==> src/hw/rtl/clps_pkg.sv <==
// package for the charlieplexed led pwm scanner
// holds slot constants, pin tables, the sequencer state type and the memory request type
// no dependencies
`timescale 1ns / 1ps

package clps_pkg;

    localparam int NUM_SLOTS = 13;
    localparam int SLOT_W    = 4;
    localparam int VAL_W     = 8;
    localparam int TICK_W    = 9;
    localparam int PIN_W     = 4;

    localparam logic [SLOT_W-1:0] DARK_SLOT = 4'd12;

    localparam logic KIND_WRITE = 1'b0;
    localparam logic KIND_TICK  = 1'b1;

    typedef logic [1:0] pin_idx_t;

    localparam pin_idx_t ANODE_PIN [NUM_SLOTS] = '{
        2'd0, 2'd0, 2'd0, 2'd1, 2'd1, 2'd1, 2'd2, 2'd2, 2'd2, 2'd3, 2'd3, 2'd3, 2'd0
    };
    localparam pin_idx_t CATHODE_PIN [NUM_SLOTS] = '{
        2'd1, 2'd2, 2'd3, 2'd0, 2'd2, 2'd3, 2'd0, 2'd1, 2'd3, 2'd0, 2'd1, 2'd2, 2'd0
    };

    typedef enum logic [2:0] {
        ST_IDLE,
        ST_EXEC,
        ST_SCAN,
        ST_MUL,
        ST_RESP
    } state_t;

    typedef struct packed {
        logic              we;
        logic [SLOT_W-1:0] waddr;
        logic [VAL_W-1:0]  wdata;
        logic [SLOT_W-1:0] raddr;
    } mem_req_t;

    typedef struct packed {
        logic [PIN_W-1:0] drive;
        logic [PIN_W-1:0] high;
    } pins_t;

    // next slot in scan order, dark slot wraps to the first led
    function automatic logic [SLOT_W-1:0] next_slot(input logic [SLOT_W-1:0] s);
        logic [SLOT_W-1:0] n;
        begin
            n = (s < DARK_SLOT) ? s + 4'd1 : 4'd0;
            return n;
        end
    endfunction

endpackage

==> src/hw/rtl/clps_ifs.sv <==
// valid/ready channel interfaces for command words and status words
// depends on clps_pkg
`timescale 1ns / 1ps

interface clps_cmd_if;
    import clps_pkg::*;

    logic              valid;
    logic              ready;
    logic              kind;
    logic [SLOT_W-1:0] led_index;
    logic [VAL_W-1:0]  led_value;

    modport source (output valid, kind, led_index, led_value, input ready);
    modport sink   (input valid, kind, led_index, led_value, output ready);
endinterface

interface clps_status_if;
    import clps_pkg::*;

    logic              valid;
    logic              ready;
    logic [PIN_W-1:0]  pin_drive;
    logic [PIN_W-1:0]  pin_high;
    logic [SLOT_W-1:0] active_slot;
    logic              slot_changed;

    modport source (output valid, pin_drive, pin_high, active_slot, slot_changed, input ready);
    modport sink   (input valid, pin_drive, pin_high, active_slot, slot_changed, output ready);
endinterface

==> src/hw/rtl/clps_bright_mem.sv <==
// brightness table: 13-entry synchronous memory, one write and one registered read port
// per-entry valid bits make unwritten entries read as zero after reset; depends on clps_pkg
`timescale 1ns / 1ps

module clps_bright_mem (
    input  logic                              clk,
    input  logic                              rst_n,
    input  clps_pkg::mem_req_t                req,
    output logic [clps_pkg::VAL_W-1:0]        rdata
);
    import clps_pkg::*;

    logic [VAL_W-1:0]     mem [NUM_SLOTS];
    logic [NUM_SLOTS-1:0] vld_reg;
    logic [VAL_W-1:0]     mem_q;
    logic                 vld_q;

    always_ff @(posedge clk)
    begin
        if (req.we)
        begin
            mem[req.waddr] <= req.wdata;
        end
        mem_q <= mem[req.raddr];
    end

    always_ff @(posedge clk or negedge rst_n)
    begin
        if (!rst_n)
        begin
            vld_reg <= '0;
            vld_q   <= 1'b0;
        end
        else
        begin
            if (req.we)
            begin
                vld_reg[req.waddr] <= 1'b1;
            end
            vld_q <= vld_reg[req.raddr];
        end
    end

    // entry never written since reset reads as zero
    assign rdata = vld_q ? mem_q : '0;

endmodule

==> src/hw/rtl/clps_pin_decode.sv <==
// maps the selected slot to charlieplex pin drive and level
// depends on clps_pkg
`timescale 1ns / 1ps

module clps_pin_decode (
    input  logic [clps_pkg::SLOT_W-1:0] slot,
    input  logic                        lit,
    output clps_pkg::pins_t             pins
);
    import clps_pkg::*;

    logic [SLOT_W-1:0] s;
    logic [PIN_W-1:0]  a_bit;
    logic [PIN_W-1:0]  c_bit;

    always_comb
    begin
        s     = (slot < 4'(NUM_SLOTS)) ? slot : 4'd0;
        a_bit = PIN_W'(1) << ANODE_PIN[s];
        c_bit = PIN_W'(1) << CATHODE_PIN[s];
        if (lit)
        begin
            pins.drive = a_bit | c_bit;
            pins.high  = a_bit & ~c_bit;
        end
        else
        begin
            pins.drive = '0;
            pins.high  = '0;
        end
    end

endmodule

==> src/hw/rtl/charlieplex_led_pwm_scanner.sv <==
// top level of the charlieplexed led pwm scanner: sequencer, slot timer and status register
// depends on clps_pkg, clps_ifs, clps_bright_mem and clps_pin_decode
`timescale 1ns / 1ps

// Twelve charlieplexed leds on four pins plus a dark filler slot (slot 12), lit one at
// a time. Command words either write one brightness entry (kind 0, index above 12 is
// ignored) or deliver one prescaled timer tick (kind 1). Every command word returns
// exactly one status word with the current pin drive/level, the selected slot and a
// flag set when that tick expired the slot time. On expiry the scan walks forward from
// the current slot to the next one whose brightness is nonzero (the dark slot is always
// taken) and loads ((v*v)>>8)+1 ticks. The brightness table sits in a 13-entry memory
// with one registered read port; the walk reads one entry per cycle. A write word or a
// tick that does not expire goes from EXEC to RESP and the status register; an expiring
// tick also walks (SCAN, reading 1 to 13 table entries) and loads the slot time (MUL)
// before RESP. The status word sits in an output register, so the next command word can
// be taken while the previous status word waits. The user must write scan_enable through
// cfg_we/cfg_wdata only while the block is idle; the block itself does not enforce this.
// Setting scan_enable lights the current slot at once, clearing it floats all pins and
// freezes the timer and slot. Reset clears the table at once (no clearing pass).

module charlieplex_led_pwm_scanner (
    input  logic                clk,
    input  logic                rst_n,
    clps_cmd_if.sink            cmd,
    clps_status_if.source       status,
    input  logic                cfg_we,
    input  logic                cfg_wdata
);
    import clps_pkg::*;

    // sequencer state
    state_t state_reg, state_next;

    // scan state
    logic [SLOT_W-1:0] cur_slot_reg, cur_slot_next;
    logic [TICK_W-1:0] ticks_reg,    ticks_next;
    logic              lit_yet_reg,  lit_yet_next;
    logic              scan_en_reg;

    // captured command word
    logic              kind_reg;
    logic [SLOT_W-1:0] idx_reg;
    logic [VAL_W-1:0]  val_reg;

    // walk candidate and found brightness
    logic [SLOT_W-1:0] cand_reg, cand_next;
    logic [VAL_W-1:0]  bval_reg, bval_next;
    logic              changed_reg, changed_next;

    // status output register
    logic              out_valid_reg, out_valid_next;
    logic [PIN_W-1:0]  out_drive_reg;
    logic [PIN_W-1:0]  out_high_reg;
    logic [SLOT_W-1:0] out_slot_reg;
    logic              out_chg_reg;

    mem_req_t          mem_req;
    logic [VAL_W-1:0]  mem_rdata;
    pins_t             pins;
    logic              out_load;
    logic              tick_expires;
    logic              entry_hit;
    logic [2*VAL_W-1:0] sq;

    clps_bright_mem u_mem (
        .clk   (clk),
        .rst_n (rst_n),
        .req   (mem_req),
        .rdata (mem_rdata)
    );

    clps_pin_decode u_pins (
        .slot (cur_slot_reg),
        .lit  (scan_en_reg & lit_yet_reg),
        .pins (pins)
    );

    assign tick_expires = (ticks_reg <= TICK_W'(1));
    // the dark slot ends the walk whatever its table value
    assign entry_hit    = (mem_rdata != '0) || (cand_reg == DARK_SLOT);
    assign sq           = bval_reg * bval_reg;

    // status register loads once the previous word is gone or leaving
    assign out_load = (state_reg == ST_RESP) && (!out_valid_reg || status.ready);

    // next state
    always_comb
    begin
        state_next = state_reg;
        case (state_reg)
            ST_IDLE:
            begin
                if (cmd.valid)
                begin
                    state_next = ST_EXEC;
                end
            end
            ST_EXEC:
            begin
                if (kind_reg == KIND_TICK && scan_en_reg && tick_expires)
                begin
                    state_next = ST_SCAN;
                end
                else
                begin
                    state_next = ST_RESP;
                end
            end
            ST_SCAN:
            begin
                if (entry_hit)
                begin
                    state_next = ST_MUL;
                end
            end
            ST_MUL:
            begin
                state_next = ST_RESP;
            end
            ST_RESP:
            begin
                if (out_load)
                begin
                    state_next = ST_IDLE;
                end
            end
            default:
            begin
                state_next = ST_IDLE;
            end
        endcase
    end

    // datapath and memory control
    always_comb
    begin
        cur_slot_next = cur_slot_reg;
        ticks_next    = ticks_reg;
        lit_yet_next  = lit_yet_reg;
        cand_next     = cand_reg;
        bval_next     = bval_reg;
        changed_next  = changed_reg;
        mem_req.we    = 1'b0;
        mem_req.waddr = idx_reg;
        mem_req.wdata = val_reg;
        mem_req.raddr = cand_reg;
        cmd.ready     = 1'b0;

        case (state_reg)
            ST_IDLE:
            begin
                cmd.ready = 1'b1;
            end
            ST_EXEC:
            begin
                changed_next = 1'b0;
                if (kind_reg == KIND_WRITE)
                begin
                    mem_req.we = (idx_reg <= DARK_SLOT);
                end
                else if (scan_en_reg)
                begin
                    if (tick_expires)
                    begin
                        // start the walk at the slot after the current one
                        cand_next     = next_slot(cur_slot_reg);
                        mem_req.raddr = next_slot(cur_slot_reg);
                    end
                    else
                    begin
                        ticks_next = ticks_reg - TICK_W'(1);
                    end
                end
            end
            ST_SCAN:
            begin
                if (entry_hit)
                begin
                    cur_slot_next = cand_reg;
                    bval_next     = mem_rdata;
                end
                else
                begin
                    // read of the following entry overlaps the check of this one
                    cand_next     = next_slot(cand_reg);
                    mem_req.raddr = next_slot(cand_reg);
                end
            end
            ST_MUL:
            begin
                ticks_next   = {1'b0, sq[2*VAL_W-1:VAL_W]} + TICK_W'(1);
                lit_yet_next = 1'b1;
                changed_next = 1'b1;
            end
            ST_RESP:
            begin
            end
            default:
            begin
            end
        endcase

        // enabling lights the current slot right away
        if (cfg_we && cfg_wdata)
        begin
            lit_yet_next = 1'b1;
        end
    end

    always_comb
    begin
        out_valid_next = out_valid_reg;
        if (out_load)
        begin
            out_valid_next = 1'b1;
        end
        else if (status.ready)
        begin
            out_valid_next = 1'b0;
        end
    end

    always_ff @(posedge clk or negedge rst_n)
    begin
        if (!rst_n)
        begin
            state_reg     <= ST_IDLE;
            cur_slot_reg  <= '0;
            ticks_reg     <= '0;
            lit_yet_reg   <= 1'b0;
            scan_en_reg   <= 1'b0;
            out_valid_reg <= 1'b0;
            changed_reg   <= 1'b0;
        end
        else
        begin
            state_reg     <= state_next;
            cur_slot_reg  <= cur_slot_next;
            ticks_reg     <= ticks_next;
            lit_yet_reg   <= lit_yet_next;
            out_valid_reg <= out_valid_next;
            changed_reg   <= changed_next;
            if (cfg_we)
            begin
                scan_en_reg <= cfg_wdata;
            end
        end
    end

    // payload registers
    always_ff @(posedge clk)
    begin
        if (cmd.valid && cmd.ready)
        begin
            kind_reg <= cmd.kind;
            idx_reg  <= cmd.led_index;
            val_reg  <= cmd.led_value;
        end
        cand_reg <= cand_next;
        bval_reg <= bval_next;
        if (out_load)
        begin
            out_drive_reg <= pins.drive;
            out_high_reg  <= pins.high;
            out_slot_reg  <= cur_slot_reg;
            out_chg_reg   <= changed_reg;
        end
    end

    assign status.valid        = out_valid_reg;
    assign status.pin_drive    = out_drive_reg;
    assign status.pin_high     = out_high_reg;
    assign status.active_slot  = out_slot_reg;
    assign status.slot_changed = out_chg_reg;

    // selected slot never leaves the table range
    assert property (@(posedge clk) disable iff (!rst_n) cur_slot_reg <= DARK_SLOT)
        else $error("current slot out of range");

    // a slot advance always comes with lit pins
    assert property (@(posedge clk) disable iff (!rst_n)
        out_load && changed_reg |-> pins.drive != '0)
        else $error("slot advanced with pins floating");

    // the walk leaves only toward the tick load
    assert property (@(posedge clk) disable iff (!rst_n)
        state_reg == ST_SCAN |=> state_reg == ST_SCAN || state_reg == ST_MUL)
        else $error("walk left to an unexpected state");

    // no command word is taken while a word is still in progress
    assert property (@(posedge clk) disable iff (!rst_n)
        state_reg == ST_EXEC |-> !cmd.ready)
        else $error("command taken while busy");

endmodule

==> src/flat_wrapper.sv <==
// flat-port wrapper written by rule: the top's interface ports become plain ports
module charlieplex_led_pwm_scanner_flat import clps_pkg::*;
  (clk, rst_n, cfg_we, cfg_wdata, cmd_valid, cmd_kind, cmd_led_index, cmd_led_value, cmd_ready, status_valid, status_pin_drive, status_pin_high, status_active_slot, status_slot_changed, status_ready);
  clps_cmd_if cmd_i ();
  clps_status_if status_i ();
  input  logic clk;
  input  logic rst_n;
  input  logic cfg_we;
  input  logic cfg_wdata;
  input wire logic [$bits(cmd_i.valid)-1:0] cmd_valid;
  input wire logic [$bits(cmd_i.kind)-1:0] cmd_kind;
  input wire logic [$bits(cmd_i.led_index)-1:0] cmd_led_index;
  input wire logic [$bits(cmd_i.led_value)-1:0] cmd_led_value;
  output wire logic [$bits(cmd_i.ready)-1:0] cmd_ready;
  output wire logic [$bits(status_i.valid)-1:0] status_valid;
  output wire logic [$bits(status_i.pin_drive)-1:0] status_pin_drive;
  output wire logic [$bits(status_i.pin_high)-1:0] status_pin_high;
  output wire logic [$bits(status_i.active_slot)-1:0] status_active_slot;
  output wire logic [$bits(status_i.slot_changed)-1:0] status_slot_changed;
  input wire logic [$bits(status_i.ready)-1:0] status_ready;
  assign cmd_i.valid = cmd_valid;
  assign cmd_i.kind = cmd_kind;
  assign cmd_i.led_index = cmd_led_index;
  assign cmd_i.led_value = cmd_led_value;
  assign cmd_ready = cmd_i.ready;
  assign status_valid = status_i.valid;
  assign status_pin_drive = status_i.pin_drive;
  assign status_pin_high = status_i.pin_high;
  assign status_active_slot = status_i.active_slot;
  assign status_slot_changed = status_i.slot_changed;
  assign status_i.ready = status_ready;
  charlieplex_led_pwm_scanner u_core (.clk(clk), .rst_n(rst_n), .cmd(cmd_i), .status(status_i), .cfg_we(cfg_we), .cfg_wdata(cfg_wdata));
endmodule
==> config.mk <==
export PLATFORM = sky130hd
export DESIGN_NAME = charlieplex_led_pwm_scanner_flat
export DESIGN_NICKNAME = d
export VERILOG_FILES = /design/src/hw/rtl/clps_pkg.sv /design/src/hw/rtl/clps_ifs.sv /design/src/hw/rtl/clps_bright_mem.sv /design/src/hw/rtl/clps_pin_decode.sv /design/src/hw/rtl/charlieplex_led_pwm_scanner.sv /design/src/flat_wrapper.sv
export SDC_FILE = /design/constraint.sdc
export NUM_CORES = 1
export LEC_CHECK = 0
export BUFFER_PORTS_ARGS = -buffer_cell sky130_fd_sc_hd__buf_2
export CORE_ASPECT_RATIO = 0.8
export CORE_MARGIN = 3
export CORE_UTILIZATION = 31
export DETAILED_ROUTE_END_ITERATION = 12
export GPL_ROUTABILITY_DRIVEN = 0
export GPL_TIMING_DRIVEN = 0
export PLACE_DENSITY = 0.48
export SLEW_MARGIN = 10
export SYNTH_ARGS = -nofsm -noshare
export SYNTH_HDL_FRONTEND = slang
export SYNTH_SLANG_ARGS = --single-unit
==> constraint.sdc <==
create_clock -name clk -period 11.75 [get_ports clk]
set_input_delay 1.7625 -clock clk [delete_from_list [all_inputs] [get_ports clk]]
set_output_delay 1.7625 -clock clk [all_outputs]
set_load 0.005 [all_outputs]
=== Word level (Yosys, flattened, before mapping) ===
Memories as Yosys holds them, arrays and structs flattened. A register that Yosys moved wholly into a read port is not among the register bits.
Cells that the tools add are included.

* Add/sub/neg operators: 4
* Multiply operators: 1
* Magnitude comparators: 9
* Equality and inequality tests: 11
* Shift-type cells: 2
* Muxes and demuxes: 36
* Bitwise gates (word level): 6
* Reduce and logical (&&, ||, !) cells: 17

{| class="wikitable"
|+ Operators with widths
! kind !! number
|-
| 4-bit 2-to-1 mux || 7
|-
| 9-bit 2-to-1 mux || 3
|-
| 9-bit one-hot mux with 2 select lines || 1
|-
| 8-bit by 8-bit multiplier with 16-bit output || 1
|-
| 3-bit one-hot mux with 5 select lines || 1
|-
| 13-bit OR || 1
|-
| 4-bit < comparator (second input constant) || 3
|-
| 3-bit 2-to-1 mux || 4
|-
| 1-bit 2-to-1 mux || 11
|-
| 4-bit by 5-bit < comparator with 1-bit output (second input constant) || 2
|-
| 8-bit by 1-bit adder with 9-bit output (second input constant) || 1
|-
| 9-bit by 1-bit <= comparator with 1-bit output (second input constant) || 1
|-
| 9-bit by 1-bit subtractor with 9-bit output (second input constant) || 1
|-
| 4-bit by 1-bit adder with 4-bit output (second input constant) || 2
|-
| 2-bit 2-to-1 mux || 4
|-
| 8-bit 2-to-1 mux || 1
|-
| 2-bit by 1-bit != test with 1-bit output (second input constant) || 4
|-
| 4-bit one-hot mux with 2 select lines || 1
|-
| 8-bit nonzero test || 1
|-
| 1-bit by 2-bit << shifter with 4-bit output (first input constant) || 2
|-
| 3-bit by 2-bit equality test with 1-bit output (second input constant) || 2
|-
| 1-bit logical AND || 6
|-
| 2-bit nonzero test || 3
|-
| 5-bit greater-or-equal comparator (second input constant) || 1
|-
| 20 further kinds || 22
|}

* Bits in registers: 72
* RAM bits: 104
* Memory bits (read-only): 64
* Input bits: 19
* Output and inout port bits: 15
* Word-level logic and storage cells: 107
* Memories: 3

{| class="wikitable"
|+ Memories
! memory !! depth !! bits a word !! rd ports !! clocked after Yosys merged registers in !! write ports !! line !! text
|-
| u_core.u_mem.mem || 13 || 8 || 1 || 1 || 1 || clps_bright_mem.sv:13 || <nowiki>logic [VAL_W-1:0] mem [NUM_SLOTS];</nowiki>
|-
| (no name shown) || 16 || 2 || 1 || 0 || 0 || clps_pin_decode.sv:20 || <nowiki>c_bit = PIN_W'(1) << CATHODE_PIN[s];</nowiki>
|-
| (no name shown) || 16 || 2 || 1 || 0 || 0 || clps_pin_decode.sv:19 || <nowiki>a_bit = PIN_W'(1) << ANODE_PIN[s];</nowiki>
|}

=== Longest topological paths before layout ===
* Depth in word-level cells: 9
* Mapped depth: 21
* Gate-level depth less buffers: 21

=== By module ===
A second synthesis with hierarchy kept.

* Cells, all modules: 678
* Area, all modules: 9364.0 µm²

{| class="wikitable"
|+ By module, submodules not included
! module !! instances !! cells each !! area an instance (µm²) !! seq. area each (µm²)
|-
| clps_bright_mem || 1 || 244 || 4931.0 || 3633.5
|-
| charlieplex_led_pwm_scanner || 1 || 391 || 4154.0 || 1601.5
|-
| clps_pin_decode || 1 || 43 || 279.0 || 0.0
|}

=== Least setup slack after synthesis ===
Ideal clock, no wire load.

* Path type: register to register
* Start: register u_core.bval_reg[2]
* End: register u_core.ticks_reg[8]
* Setup time: 0.067 ns
* Arrival time: 4.746 ns
* Data required time: 11.683 ns
* Slack: 6.938 ns
* Stages on the path, launching flop included: 16
* Path buffers: 0
* Period minus slack after synthesis: 4.812 ns
* Path through: edfxtp_1 and2_1 fa_1 fa_1 inv_1 fa_1 fa_1 inv_1 ha_1 and2_1 o211ai_1 a31oi_1 xor2_1 nand4bb_1 or4b_2 nand2_1

* Cells in the longest elaborated chain, start to end: 3

{| class="wikitable"
|+ RTL lines
! item !! line !! text
|-
| from (decl) || charlieplex_led_pwm_scanner.sv:47 || <nowiki>logic [VAL_W-1:0] bval_reg, bval_next;</nowiki>
|-
| from (signal assigned) || charlieplex_led_pwm_scanner.sv:260 || <nowiki>bval_reg <= bval_next;</nowiki>
|-
| 8-bit by 8-bit multiplier with 16-bit output || charlieplex_led_pwm_scanner.sv:81 || <nowiki>assign sq = bval_reg * bval_reg;</nowiki>
|-
| 8-bit by 1-bit adder with 9-bit output || charlieplex_led_pwm_scanner.sv:191 || <nowiki>ticks_next = {1'b0, sq[2*VAL_W-1:VAL_W]} + TICK_W'(1);</nowiki>
|-
| 9-bit one-hot mux with 2 select lines || charlieplex_led_pwm_scanner.sv:149 || <nowiki>case (state_reg)</nowiki>
|-
| to (signal assigned) || charlieplex_led_pwm_scanner.sv:239 || <nowiki>ticks_reg <= ticks_next;</nowiki>
|-
| to (decl) || charlieplex_led_pwm_scanner.sv:36 || <nowiki>logic [TICK_W-1:0] ticks_reg, ticks_next;</nowiki>
|}

Every way passes these cells.
A chain may end at the register's enable or synchronous reset.

=== Worst setup path in the final report ===
Ends and elaborated chain as after synthesis.

==> impl_metrics.csv <==
group,metric,value,unit
run_status,status,"finished clean",
synth,yosys.area_share.xor_xnor,2.84,%
power_and_ir_drop,clkPwrFrac,37.2,%
synth,synthCells,733,
route,drtAntennaViolNets,0,
timing,finalHoldViolations,0,
synth,netlist_top_cells_count,"138 x edfxtp_1, 59 x inv_1, 46 x mux2i_1, 46 x nand2_1, 45 x and2_1",
critical_path,r2r_start,"u_core.bval_reg[2]$_DFFE_PP_",
critical_path,cp_max_fo,8,
timing,grt_setup_unrepaired,"false",
critical_path,reg2reg_depth,16,
layout,fin_nets,865,
route,avgRoutedWirePerCell,17.2,um
timing,setup_tns,0,ps
power_and_ir_drop,power_frac_comb,8.0,%
synth,synth_top_area_share,44.8,%
critical_path,rrSetupSlack,6590,ps
power_and_ir_drop,p_int,1100,uW
route,first_pass_iters,5,
synth,yosysWarnings,0,
clock_tree,cts_max_level,4,
layout,largest_reg_flops,104,
place,port_buffers,33,
timing,fin_skew,11.7,ps
place,hpwl,14300,um
synth,synth_compound_area_share,8.38,%
grt,track_usage,13.1,%
clock_tree,cts_root_buf,"clkbuf_16",
critical_path,critPathRequiredTime,12130,ps
synth,netlist_top_cells_area,"edfxtp_1 45%, dfrtp_1 9.2%, fa_1 5.2%",
timing,drv_slew,0,
grt,antenna_found_initial,0,
power_and_ir_drop,leakage,0.00397,uW
route,drt_iter0_drc,302,
clock_tree,hold_buffers,0,
worst_hold_path,worstHoldPathType,"reg -> reg",
power_and_ir_drop,sequentialPowerShare,54.9,%
critical_path,arrival,5540,ps
floorplan,num_rows,55,
grt,gr-total-overflow,0,
synth,synth_top_family_by_area,"simple AND/OR/NAND/NOR gates",
synth,synth_fa_ha_area_share,9.93,%
timing,worstMarginPinSlew,1240,ps
floorplan,core_area,0.0288,sq mm
clock_tree,cts_tree,"yes",
route,drc,0,
synth,netlist_area,0.00925,sq mm
synth,yosys.area.top_type,"edfxtp_1",
synth,async_flop_share,18.5,%
floorplan,die_w,199,um
timing,setup_viol,0,
floorplan,die_h,160,um
synth,synth_edf_count,138,
grt,grt_pass1_vias,5531,
layout,area_growth,13.3,%
grt,grt_max_degree,35,
critical_path,endpoint_kind,"flop",
synth,synthFlopType,"edfxtp_1",
synth,synth_mux_area_share,5.47,%
floorplan,die_area,0.0319,sq mm
route,wl,20100,um
worst_hold_path,worstHoldStart,"u_core.changed_reg$_DFFE_PN0P_",
clock_tree,clkLatencyLatePin,430,ps
clock_tree,post_cts_resized,0,
synth,yosysSeqAreaShare,56.6,%
synth,synth_most_common_cell,"edfxtp_1",
power_and_ir_drop,peakVddDrop,0.106,mV
worst_hold_path,hold_depth,0,
route,via_per_inst,4.77,
synth,synth_area_per_cell,12.6,sq um
critical_path,criticalPathCategory,"reg -> reg",
synth,synth.distinct_cells,61,
power_and_ir_drop,power_density,141,mW/mm^2
clock_tree,cts_buffers,17,
timing,max_slew_margin,17.3,%
run,max_cap_violations,0,
power_and_ir_drop,power,1480,uW
critical_path,cp-startpoint,"u_core.bval_reg[2]$_DFFE_PP_",
synth,synth-simple-area-share,12.7,%
layout,drive_above_1_share,13.4,%
clock_tree,cts.path.max_buffers,2,
clock_tree,clk_pin_slew,70,ps
critical_path,cp-start-kind,"flop",
timing,max_freq,194,MHz
synth,synth.net_count,811,
power_and_ir_drop,p_switching,382,uW
floorplan,start_util,32.1,%
timing,fin_crit,5160,ps
clock_tree,cts_setup_buffers,0,
grt,grt_pass1_wl,32000,um
floorplan,ios,34,
synth,yosys_register_bits,184,
layout,diodes,0,
clock_tree,cts_num_sinks,184,
route,route.vias.total,5576,
power_and_ir_drop,switching_share,25.8,%
timing,period_share,43.9,%
per-stage QoR:
stage	std cells	cell area [sq um]	util, %	hold slack [ps]	worst slack, ps
6_report	1170	10500	36.3	463	6590
5_1_grt	1170	10500	36.3	479	6210
4_1_cts	1170	10500	36.3	462	6550
3_5_place_dp	1138	9910	34.4	434	6560
3_3_place_gp	1136	9870	34.2	443	6560
2_1_floorplan	733	9250	-	425	6940
per-layer routing:
metal	wire length [um]	GRT usage (%)	vias up
met5	0	0	-
met4	170	3.45	0
met3	694	2.52	10
met2	8780	19.1	67
met1	10400	19.8	2753
li1	-	-	2746
cells in the final DEF (no fill, tap or decap), drive strengths merged, types with 24 or more instances in the layout:
master  instances
inv            68
mux2i          46
nand2          46
clkbuf         27
nor2           32
buf            49
edfxtp        138
dfrtp          34
a211oi         24
and2           47
ha             35
fa             24
worst paths after layout:
path                                                   endpoint
max                             u_core.ticks_reg[8]$_DFFE_PN0P_
min                        u_core.status.slot_changed$_DFFE_PP_
max reg2reg                     u_core.ticks_reg[8]$_DFFE_PN0P_
min reg2reg                u_core.status.slot_changed$_DFFE_PP_
max in group asynchronous  u_core.u_mem.vld_reg[12]$_DFFE_PN0P_
min in group asynchronous       u_core.ticks_reg[1]$_DFFE_PN0P_
logic make-up after synthesis:
group,count (synthesis)
and+or+nand+nor,215
muxes,50
AOI/OAI and AO/OA,110
xor gates and xnor gates,30
other,1
adders and majority gates,59
DFF,184
buffers and inverters,84
area by class of cell:
cell class	count	area [sq um]
Fill cell	2837	18400
Sequential cell	184	5240
Multi-Input combinational cell	465	3670
Tap cell	370	463
Clock buffer	17	425
Inverter	60	225
Timing Repair Buffer	35	184
Buffer	24	144
Clock inverter	15	134
power by group through the flow:
stage	clock network [uW]	registers (uW)	logic [uW]
floorplan	0	810	80.8
global placement	0	825	117
detailed placement	0	827	120
CTS	564	813	120
global route	592	822	135
finish	551	813	118
worst max-delay path, cell delays in order, from the launching register on:
cell       delay (ps)
edfxtp_1          490
nand2_1           120
fa_1              550
inv_1              70
fa_1              510
fa_1              540
inv_1              50
fa_1              520
inv_1              40
ha_1              370
and3_1            180
nand3_1           120
a31oi_1           240
xor2_1            320
nand4bb_1         210
or4b_2            680
nand2_1            90
No activity file was read; power rests on OpenSTA's default activity.
